**src/hdl/fpc_pkg.sv**
```systemverilog
`timescale 1ns / 1ps
// ---------------------------------------------------------------------------
// fpc_pkg: shared types and constants
// Types and constants for the float-to-PCM24 output conditioner.
// ---------------------------------------------------------------------------
package fpc_pkg;

   localparam int MUL_A_W = 24;
   localparam int MUL_B_W = 20;
   localparam int PROD_W  = MUL_A_W + MUL_B_W;
   localparam int ACC_W   = 64;
   localparam int GAIN_W  = 2 * MUL_B_W;
   localparam int VOL_W   = 17;
   localparam int WORD_W  = 24;
   localparam int CNT_W   = 16;

   localparam logic [VOL_W-1:0]   UNITY_VOLUME  = 17'd65536;
   // 8388607 * 65536
   localparam logic [GAIN_W-1:0]  GAIN_RESET    = 40'h7F_FFFF_0000;
   localparam logic [MUL_B_W-1:0] METER_SCALE   = 20'd1000;
   localparam logic [CNT_W-1:0]   COUNT_MAX     = 16'hFFFF;
   localparam logic [MUL_A_W-1:0] CLAMP_MANT    = 24'h80_0000;
   localparam logic [7:0]         EXP_ZERO      = 8'd0;
   localparam logic [7:0]         EXP_ALL_ONES  = 8'hFF;
   localparam logic [7:0]         EXP_UNITY     = 8'd127;
   localparam logic [7:0]         EXP_METER_SAT = 8'd150;
   localparam logic [7:0]         WORD_SH_BASE  = 8'd166;
   localparam logic [7:0]         CLAMP_SHIFT   = 8'd39;
   localparam logic [7:0]         SHIFT_LIMIT   = 8'd64;

   typedef enum logic [2:0] {
      ST_IDLE,
      ST_MUL_LO,
      ST_MUL_HI,
      ST_ADD,
      ST_WORD,
      ST_METER,
      ST_DONE
   } state_type;

   typedef enum logic [1:0] {
      OPB_GAIN_LO,
      OPB_GAIN_HI,
      OPB_METER
   } opb_sel_type;

   typedef struct packed {
      logic mul_en;
      logic acc_load;
      logic acc_add;
   } mac_ctl_type;

endpackage

```
**src/hdl/fpc_mac.sv**
```systemverilog
`timescale 1ns / 1ps
// ---------------------------------------------------------------------------
// fpc_mac: shared multiplier with accumulator
// One registered 24x20 unsigned multiplier; the accumulator either loads
// the product or adds it weighted by 2^20 to build a 24x40 product.
// ---------------------------------------------------------------------------
module fpc_mac (
   input  logic                         clock,
   input  fpc_pkg::mac_ctl_type         ctl,
   input  logic [fpc_pkg::MUL_A_W-1:0]  op_a,
   input  logic [fpc_pkg::MUL_B_W-1:0]  op_b,
   output logic [fpc_pkg::PROD_W-1:0]   prod,
   output logic [fpc_pkg::ACC_W-1:0]    acc
);

   logic [fpc_pkg::PROD_W-1:0] prod_ff;
   logic [fpc_pkg::PROD_W-1:0] prod_in;
   logic [fpc_pkg::ACC_W-1:0]  acc_ff;

   assign prod_in = fpc_pkg::PROD_W'(op_a) * fpc_pkg::PROD_W'(op_b);

   always_ff @(posedge clock) begin
      if (ctl.mul_en) begin
         prod_ff <= prod_in;
      end
      if (ctl.acc_load) begin
         acc_ff <= {{(fpc_pkg::ACC_W - fpc_pkg::PROD_W){1'b0}}, prod_ff};
      end else if (ctl.acc_add) begin
         acc_ff <= acc_ff + {prod_ff, {fpc_pkg::MUL_B_W{1'b0}}};
      end
   end

   assign prod = prod_ff;
   assign acc  = acc_ff;

endmodule

```
**src/hdl/float_to_pcm24_output_conditioner_top.sv**
```systemverilog
`timescale 1ns / 1ps
// ---------------------------------------------------------------------------
// float_to_pcm24_output_conditioner_top: float stereo frame to PCM24
// Converts two IEEE-754 single samples to signed 24-bit words with volume,
// keeps a peak meter (x1000) and a saturating NaN count.
// ---------------------------------------------------------------------------
// Usage:
//  - req_ channel: one stereo frame per transfer (left/right sample bits).
//    req_stall is high while a frame is being worked on.
//  - rsp_ channel: left/right words plus the peak and NaN totals after the
//    frame. The result sits in an output register until taken.
//  - csr_: write volume (unsigned Q16, values above unity saturate to unity)
//    only while no frame is in flight.
//  - Each channel steps through MUL_LO, MUL_HI, ADD, WORD and METER on the
//    one shared 24x20 multiplier (two partial products of mantissa times
//    gain, one mantissa times 1000); rsp_valid rises when ST_DONE loads the
//    output register. A new frame is taken only once ST_DONE has been left.
//  - A stalled result holds; the next frame is accepted and processed
//    meanwhile, and its result waits until the output register frees up.
//  - Reset (synchronous): volume to unity, peak and NaN count to zero,
//    no result pending.
// ---------------------------------------------------------------------------
module float_to_pcm24_output_conditioner_top (
   input  logic                clock,
   input  logic                reset,
   input  logic                req_valid,
   output logic                req_stall,
   input  logic [31:0]         req_left_sample_bits,
   input  logic [31:0]         req_right_sample_bits,
   output logic                rsp_valid,
   input  logic                rsp_stall,
   output logic signed [23:0]  rsp_left_word,
   output logic signed [23:0]  rsp_right_word,
   output logic [15:0]         rsp_peak_x1000,
   output logic [15:0]         rsp_nan_total,
   input  logic                csr_wr_en,
   input  logic [16:0]         csr_wr_data
);

   fpc_pkg::state_type state_ff, state_in;
   logic ch_ff;

   logic [31:0] left_bits_ff, right_bits_ff;
   logic [fpc_pkg::GAIN_W-1:0] gain_ff;
   logic [fpc_pkg::CNT_W-1:0] peak_ff, nan_ff;
   logic [fpc_pkg::WORD_W-1:0] left_word_ff, right_word_ff;

   logic rsp_valid_ff;
   logic signed [23:0] rsp_left_word_ff, rsp_right_word_ff;
   logic [15:0] rsp_peak_ff, rsp_nan_ff;

   // strobes from the sequencer
   fpc_pkg::mac_ctl_type  mac_ctl;
   fpc_pkg::opb_sel_type  opb_sel;
   logic                  use_meter_a;
   logic                  req_take;
   logic                  word_we;
   logic                  meter_we;
   logic                  out_load;
   logic                  out_free;

   // channel decode
   logic [31:0] cur_bits;
   logic [7:0]  cur_exp;
   logic        cur_nan;
   logic        cur_clamp;
   logic [fpc_pkg::MUL_A_W-1:0] word_m, meter_m, op_a;
   logic [fpc_pkg::MUL_B_W-1:0] op_b;
   logic [fpc_pkg::PROD_W-1:0]  prod;
   logic [fpc_pkg::ACC_W-1:0]   acc;

   logic [7:0]  word_sh;
   logic [fpc_pkg::ACC_W-1:0]  acc_shifted;
   logic [fpc_pkg::WORD_W-1:0] mag, word_val;
   logic [7:0]  meter_sh;
   logic [33:0] meter_shifted;
   logic [fpc_pkg::CNT_W-1:0] meter_cand;

   logic [16:0] vol_sat;
   logic [fpc_pkg::GAIN_W-1:0] gain_in;

   assign out_free = !rsp_valid_ff || !rsp_stall;

   // ---------------- sequencer ----------------
   always_comb begin
      state_in = state_ff;
      case (state_ff)
         fpc_pkg::ST_IDLE: begin
            if (req_valid) state_in = fpc_pkg::ST_MUL_LO;
         end
         fpc_pkg::ST_MUL_LO: state_in = fpc_pkg::ST_MUL_HI;
         fpc_pkg::ST_MUL_HI: state_in = fpc_pkg::ST_ADD;
         fpc_pkg::ST_ADD:    state_in = fpc_pkg::ST_WORD;
         fpc_pkg::ST_WORD:   state_in = fpc_pkg::ST_METER;
         fpc_pkg::ST_METER: begin
            state_in = ch_ff ? fpc_pkg::ST_DONE : fpc_pkg::ST_MUL_LO;
         end
         fpc_pkg::ST_DONE: begin
            if (out_free) state_in = fpc_pkg::ST_IDLE;
         end
         default: state_in = fpc_pkg::ST_IDLE;
      endcase
   end

   always_comb begin
      mac_ctl     = '0;
      opb_sel     = fpc_pkg::OPB_GAIN_LO;
      use_meter_a = 1'b0;
      req_stall   = 1'b1;
      req_take    = 1'b0;
      word_we     = 1'b0;
      meter_we    = 1'b0;
      out_load    = 1'b0;
      case (state_ff)
         fpc_pkg::ST_IDLE: begin
            req_stall = 1'b0;
            req_take  = req_valid;
         end
         fpc_pkg::ST_MUL_LO: begin
            mac_ctl.mul_en = 1'b1;
         end
         fpc_pkg::ST_MUL_HI: begin
            mac_ctl.mul_en   = 1'b1;
            mac_ctl.acc_load = 1'b1;
            opb_sel          = fpc_pkg::OPB_GAIN_HI;
         end
         fpc_pkg::ST_ADD: begin
            mac_ctl.mul_en  = 1'b1;
            mac_ctl.acc_add = 1'b1;
            opb_sel         = fpc_pkg::OPB_METER;
            use_meter_a     = 1'b1;
         end
         fpc_pkg::ST_WORD:  word_we  = 1'b1;
         fpc_pkg::ST_METER: meter_we = 1'b1;
         fpc_pkg::ST_DONE:  out_load = out_free;
         default: ;
      endcase
   end

   // ---------------- channel decode ----------------
   assign cur_bits  = ch_ff ? right_bits_ff : left_bits_ff;
   assign cur_exp   = cur_bits[30:23];
   assign cur_nan   = (cur_exp == fpc_pkg::EXP_ALL_ONES) && (cur_bits[22:0] != 23'd0);
   assign cur_clamp = (cur_exp >= fpc_pkg::EXP_UNITY);

   // zero and denormal inputs multiply by zero; |x| >= 1 uses exactly 1.0
   always_comb begin
      if (cur_exp == fpc_pkg::EXP_ZERO) begin
         word_m  = '0;
         meter_m = '0;
      end else begin
         meter_m = {1'b1, cur_bits[22:0]};
         word_m  = cur_clamp ? fpc_pkg::CLAMP_MANT : {1'b1, cur_bits[22:0]};
      end
   end

   assign op_a = use_meter_a ? meter_m : word_m;

   always_comb begin
      case (opb_sel)
         fpc_pkg::OPB_GAIN_LO: op_b = gain_ff[fpc_pkg::MUL_B_W-1:0];
         fpc_pkg::OPB_GAIN_HI: op_b = gain_ff[fpc_pkg::GAIN_W-1:fpc_pkg::MUL_B_W];
         fpc_pkg::OPB_METER:   op_b = fpc_pkg::METER_SCALE;
         default:              op_b = '0;
      endcase
   end

   fpc_mac u_mac (
      .clock (clock),
      .ctl   (mac_ctl),
      .op_a  (op_a),
      .op_b  (op_b),
      .prod  (prod),
      .acc   (acc)
   );

   // word: acc = m * 8388607 * volume, scaled by 2^-(166 - exp)
   assign word_sh     = cur_clamp ? fpc_pkg::CLAMP_SHIFT : (fpc_pkg::WORD_SH_BASE - cur_exp);
   assign acc_shifted = acc >> word_sh[5:0];
   assign mag         = (word_sh >= fpc_pkg::SHIFT_LIMIT) ? '0
                                                          : acc_shifted[fpc_pkg::WORD_W-1:0];
   assign word_val    = cur_nan    ? '0 :
                        cur_bits[31] ? (~mag + 24'd1) : mag;

   // meter: prod = m * 1000, scaled by 2^-(150 - exp), saturating
   assign meter_sh      = fpc_pkg::EXP_METER_SAT - cur_exp;
   assign meter_shifted = prod[33:0] >> meter_sh[5:0];
   always_comb begin
      if (cur_exp >= fpc_pkg::EXP_METER_SAT) begin
         meter_cand = fpc_pkg::COUNT_MAX;
      end else if (meter_sh >= fpc_pkg::SHIFT_LIMIT) begin
         meter_cand = '0;
      end else if (meter_shifted[33:16] != 18'd0) begin
         meter_cand = fpc_pkg::COUNT_MAX;
      end else begin
         meter_cand = meter_shifted[15:0];
      end
   end

   // volume register kept as gain = volume * 8388607
   assign vol_sat = (csr_wr_data > fpc_pkg::UNITY_VOLUME) ? fpc_pkg::UNITY_VOLUME : csr_wr_data;
   assign gain_in = {vol_sat, 23'd0} - fpc_pkg::GAIN_W'(vol_sat);

   // ---------------- registers ----------------
   always_ff @(posedge clock) begin
      if (reset) begin
         state_ff     <= fpc_pkg::ST_IDLE;
         ch_ff        <= 1'b0;
         gain_ff      <= fpc_pkg::GAIN_RESET;
         peak_ff      <= '0;
         nan_ff       <= '0;
         rsp_valid_ff <= 1'b0;
      end else begin
         state_ff <= state_in;
         if (csr_wr_en) gain_ff <= gain_in;
         if (req_take) ch_ff <= 1'b0;
         else if (meter_we) ch_ff <= ~ch_ff;
         if (word_we && cur_nan && (nan_ff != fpc_pkg::COUNT_MAX)) begin
            nan_ff <= nan_ff + 16'd1;
         end
         if (meter_we && !cur_nan && (meter_cand > peak_ff)) begin
            peak_ff <= meter_cand;
         end
         if (out_load) rsp_valid_ff <= 1'b1;
         else if (!rsp_stall) rsp_valid_ff <= 1'b0;
      end
   end

   always_ff @(posedge clock) begin
      if (req_take) begin
         left_bits_ff  <= req_left_sample_bits;
         right_bits_ff <= req_right_sample_bits;
      end
      if (word_we) begin
         if (ch_ff) right_word_ff <= word_val;
         else       left_word_ff  <= word_val;
      end
      if (out_load) begin
         rsp_left_word_ff  <= left_word_ff;
         rsp_right_word_ff <= right_word_ff;
         rsp_peak_ff       <= peak_ff;
         rsp_nan_ff        <= nan_ff;
      end
   end

   assign rsp_valid      = rsp_valid_ff;
   assign rsp_left_word  = rsp_left_word_ff;
   assign rsp_right_word = rsp_right_word_ff;
   assign rsp_peak_x1000 = rsp_peak_ff;
   assign rsp_nan_total  = rsp_nan_ff;

`ifndef NO_ASSERTIONS
   a_take_starts_left: assert property (@(posedge clock) disable iff (reset)
      req_valid && !req_stall |=> state_ff == fpc_pkg::ST_MUL_LO && !ch_ff)
      else $error("frame transfer did not start on the left channel");

   a_peak_monotonic: assert property (@(posedge clock) disable iff (reset)
      1'b1 |=> peak_ff >= $past(peak_ff))
      else $error("peak meter decreased");

   a_nan_step: assert property (@(posedge clock) disable iff (reset)
      1'b1 |=> (nan_ff == $past(nan_ff)) || (nan_ff == $past(nan_ff) + 16'd1))
      else $error("NaN count moved by more than one");

   a_word_range: assert property (@(posedge clock) disable iff (reset)
      rsp_valid |-> rsp_left_word != 24'sh800000 && rsp_right_word != 24'sh800000)
      else $error("PCM word out of symmetric range");
`endif

endmodule

```
**config.mk**
```make
export PLATFORM = sky130hd
export DESIGN_NAME = float_to_pcm24_output_conditioner_top
export DESIGN_NICKNAME = d
export VERILOG_FILES = /design/src/hdl/fpc_pkg.sv /design/src/hdl/fpc_mac.sv /design/src/hdl/float_to_pcm24_output_conditioner_top.sv
export SDC_FILE = /design/constraint.sdc
export NUM_CORES = 2
export LEC_CHECK = 0
export ABC_AREA = 1
export ABC_CLOCK_PERIOD_IN_PS = 9420
export BUFFER_PORTS_ARGS = -buffer_cell sky130_fd_sc_hd__buf_2
export CAP_MARGIN = 15
export CORE_ASPECT_RATIO = 0.8
export CORE_MARGIN = 1
export CORE_UTILIZATION = 45
export CTS_CLUSTER_SIZE = 30
export DETAILED_ROUTE_END_ITERATION = 6
export HOLD_SLACK_MARGIN = 0.12
export PLACE_DENSITY = 0.59
export SYNTH_ARGS = -nofsm -noshare
export SYNTH_HDL_FRONTEND = slang
export SYNTH_SLANG_ARGS = --single-unit
```
**constraint.sdc**
```tcl
create_clock -name clock -period 9.42 [get_ports clock]
set_input_delay 0.942 -clock clock [delete_from_list [all_inputs] [get_ports clock]]
set_output_delay 0.942 -clock clock [all_outputs]
set_load 0.02 [all_outputs]
```
==> results.json <==
{
  "outcome": "finished, final reports clean",
  "worstPathArrival_ns": 9.30,
  "worst_hold_path.endpoint": "rsp_right_word[16]",
  "ctsHoldBuffers": 0,
  "hold_path.class": "flop to flop",
  "slew_violations": 0,
  "areaGrowthSynthToFinish_pct": 9.575,
  "ctsHtreeMaxLevel": 2,
  "wirelength_um": 129300,
  "most-common-layout-cells": "nand2_1, inv_1, nor2_1",
  "dr.pass1.iters": 6,
  "synth_top_area_frac": 0.2171,
  "reg2reg_slack_ns": 0.48,
  "wl_met3_um": 12650,
  "wire_per_inst_um": 20.86,
  "num_vias": 34000,
  "crit_top_cell": "inv_1",
  "hold_depth": 0,
  "rsz0062_at_grt": "false",
  "postSynth.asyncResetShare": 0,
  "drc_errors": 0,
  "final_util": 0.5015,
  "syn_avg_cell_area_sq_um": 7.861,
  "yosysUniqueCellTypes": 69,
  "top_layer_used": "met4",
  "dieHeight_um": 264.4,
  "cts_root_buffer": "clkbuf_16",
  "post-place-ws_ns": -0.03373,
  "fin_ws_ns": 0.4783,
  "cts_tree": "yes",
  "cp.required_ns": 9.78,
  "setup_viol": 0,
  "final_common_cell": "nand2_1",
  "ys.flop_type": "edfxtp_1",
  "drtAntennaViolNets": 0,
  "grt_pass1_vias": 32500,
  "syn-cell-area_sq_mm": 0.03873,
  "clock_sinks": 377,
  "hpwlAfterDp_um": 103800,
  "pin_count": 168,
  "final_nets": 5745,
  "reg2reg_from": "state_ff[1]",
  "synth-seq-cells": 377,
  "cts_buffer_depth": 3,
  "r2r-end": "u_mac.prod[42]",
  "crit_slowest_cell": "o22ai_1",
  "yosys_warnings": 0,
  "die_area_sq_mm": 0.08726,
  "finalSetupTns_ns": 0,
  "drt-met1-wl_um": 58180,
  "mappedNetlistNets": 5626,
  "fin_crit_sh": 0.9492,
  "synth.largest_area_cell": "edfxtp_1",
  "worstHoldStart": "right_word_ff[16]",
  "synthCells": 4927,
  "max_cap_violations": 0,
  "vias_per_cell": 5.486,
  "antenna_found_initial": 1,
  "std_cell_rows": 95,
  "grt_use_total": 0.2976,
  "end_kind": "flop",
  "critPathKind": "flop to flop",
  "dr_wl_met2_um": 54570,
  "fmax_mhz": 111.8,
  "core_area_sq_mm": 0.08463,
  "cp_max_fo": 11,
  "dr.first_iter.drc_count": 3677,
  "path_clk_slew_ns": 0.06,
  "fin_crit_ns": 8.942,
  "insertion_delay_ns": 0.62,
  "synthTopCellsByArea": "edfxtp_1, fa_1, nand2_1",
  "grt_start_max_net_pins": 81,
  "finClkSkew_ns": 0.04060,
  "relSlewSlack": 0.2419,
  "synth_edf_count": 280,
  "max_stage_delay_ns": 0.62,
  "gp_congestion": 1.019,
  "worst_pin_slew_ns": 1.137,
  "reg2regPathDepth": 34,
  "die_w_um": 330.0,
  "initial_utilization": 0.4577,
  "portBuffers": 167,
  "hold_violations": 0,
  "crit_path_start_kind": "flop",
  "yosysSeqAreaShare": 0.2672,
  "grt_first_pass_wirelength_um": 196800,
  "cts_buffers": 44,
  "grt_overflow": 0,
  "drive_gt1_frac": 0.08304
}
## cell families after synthesis
kind of cell,after synthesis,synth area share
and+or+nand+nor,2162,0.2386
adders and majority gates,613,0.2742
muxes,2,0.0005169
AOI/OAI and AO/OA,654,0.09510
DFF,377,0.2672
xor gates and xnor gates,82,0.01903
buffers and inverters,1037,0.1053
## layer usage
layer,global-route usage,vias to the layer above
met2,0.4331,1401
met5,0,-
met4,0.08693,0
li1,-,16140
met1,0.4355,16270
met3,0.07326,193
## layout make-up
| cell class | count | area (sq um) |
|---|---|---|
| Antenna cell | 1 | 2.502 |
| Clock inverter | 35 | 341.6 |
| Clock buffer | 47 | 1112 |
| Fill cell | 8442 | 42190 |
| Sequential cell | 377 | 10350 |
| Inverter | 840 | 3186 |
| Tap cell | 1115 | 1395 |
| Timing Repair Buffer | 270 | 1633 |
| Multi-Input combinational cell | 3513 | 24420 |
## synthesized netlist by cell type, types with 7 or more instances
| master | count |
|---|---|
| a21oi_1 | 215 |
| a22oi_1 | 11 |
| a31oi_1 | 28 |
| buf_1 | 11 |
| buf_2 | 61 |
| buf_4 | 7 |
| buf_6 | 11 |
| clkbuf_1 | 107 |
| clkinv_1 | 7 |
| dfxtp_1 | 97 |
| edfxtp_1 | 280 |
| fa_1 | 393 |
| ha_1 | 220 |
| inv_1 | 819 |
| inv_2 | 13 |
| nand2_1 | 977 |
| nand2_2 | 8 |
| nand3_1 | 480 |
| nand3_2 | 9 |
| nand4_1 | 86 |
| nor2_1 | 520 |
| nor3_1 | 32 |
| nor4_1 | 15 |
| o211ai_1 | 32 |
| o21a_1 | 17 |
| o21ai_0 | 270 |
| o21ai_1 | 12 |
| o22ai_1 | 13 |
| o31ai_1 | 8 |
| or2_2 | 7 |
| xnor2_1 | 26 |
| xor2_1 | 55 |
## registers in the layout, summed over array words and instances (netlist names)
name	cells
u_mac.acc	64
u_mac.prod	44
gain_ff	40
left_bits_ff	32
right_bits_ff	32
left_word_ff	24
right_word_ff	24
rsp_left_word	24
rsp_right_word	24
nan_ff	16
peak_ff	16
rsp_nan_total	16
rsp_peak_x1000	16
state_ff	3
ch_ff	1
rsp_valid	1
## worst max-delay path: cells and delay by family (launching register included)
family / cells / cell delay, ns
XOR/XNOR: 1 / 0.10
buffers and inverters: 10 / 1.27
AO/OA/AOI/OAI: 9 / 2.14
AND/OR/NAND/NOR: 6 / 0.90
flip-flops: 1 / 0.38
adder cells (fa/ha/maj): 8 / 3.88
## repair_timing
action                                  4_1_cts  5_1_grt
buffers inserted                              0        4
pin swaps                                     0        0
endpoints found under the setup margin        2       13
resized for setup                             1       18
## metrics by stage
stage	std cells	instance area, sq um	hold slack (ns)
3_5_place_dp	6110	40870	0.4045
5_1_grt	6197	42440	0.4192
4_1_cts	6192	42330	0.4164
6_report	6198	42440	0.4138
3_3_place_gp	6110	40870	0.4005
2_1_floorplan	4927	38730	0.4003
## worst max path at each step
stage,cells past startpoint,start,endpoint,slack (ns)
floorplan,37,ch_ff,u_mac.prod[42],0.90
detailed placement,37,ch_ff,u_mac.prod[42],-0.03
global route,37,state_ff[1],u_mac.prod[40],0.02
CTS,39,ch_ff,u_mac.prod[42],0.06
finish,34,state_ff[1],u_mac.prod[42],0.48
global placement,36,ch_ff,u_mac.prod[41],0.17
Power is not shown: default switching activity piles up to over one toggle a cycle in this logic, so the estimate is an artifact.
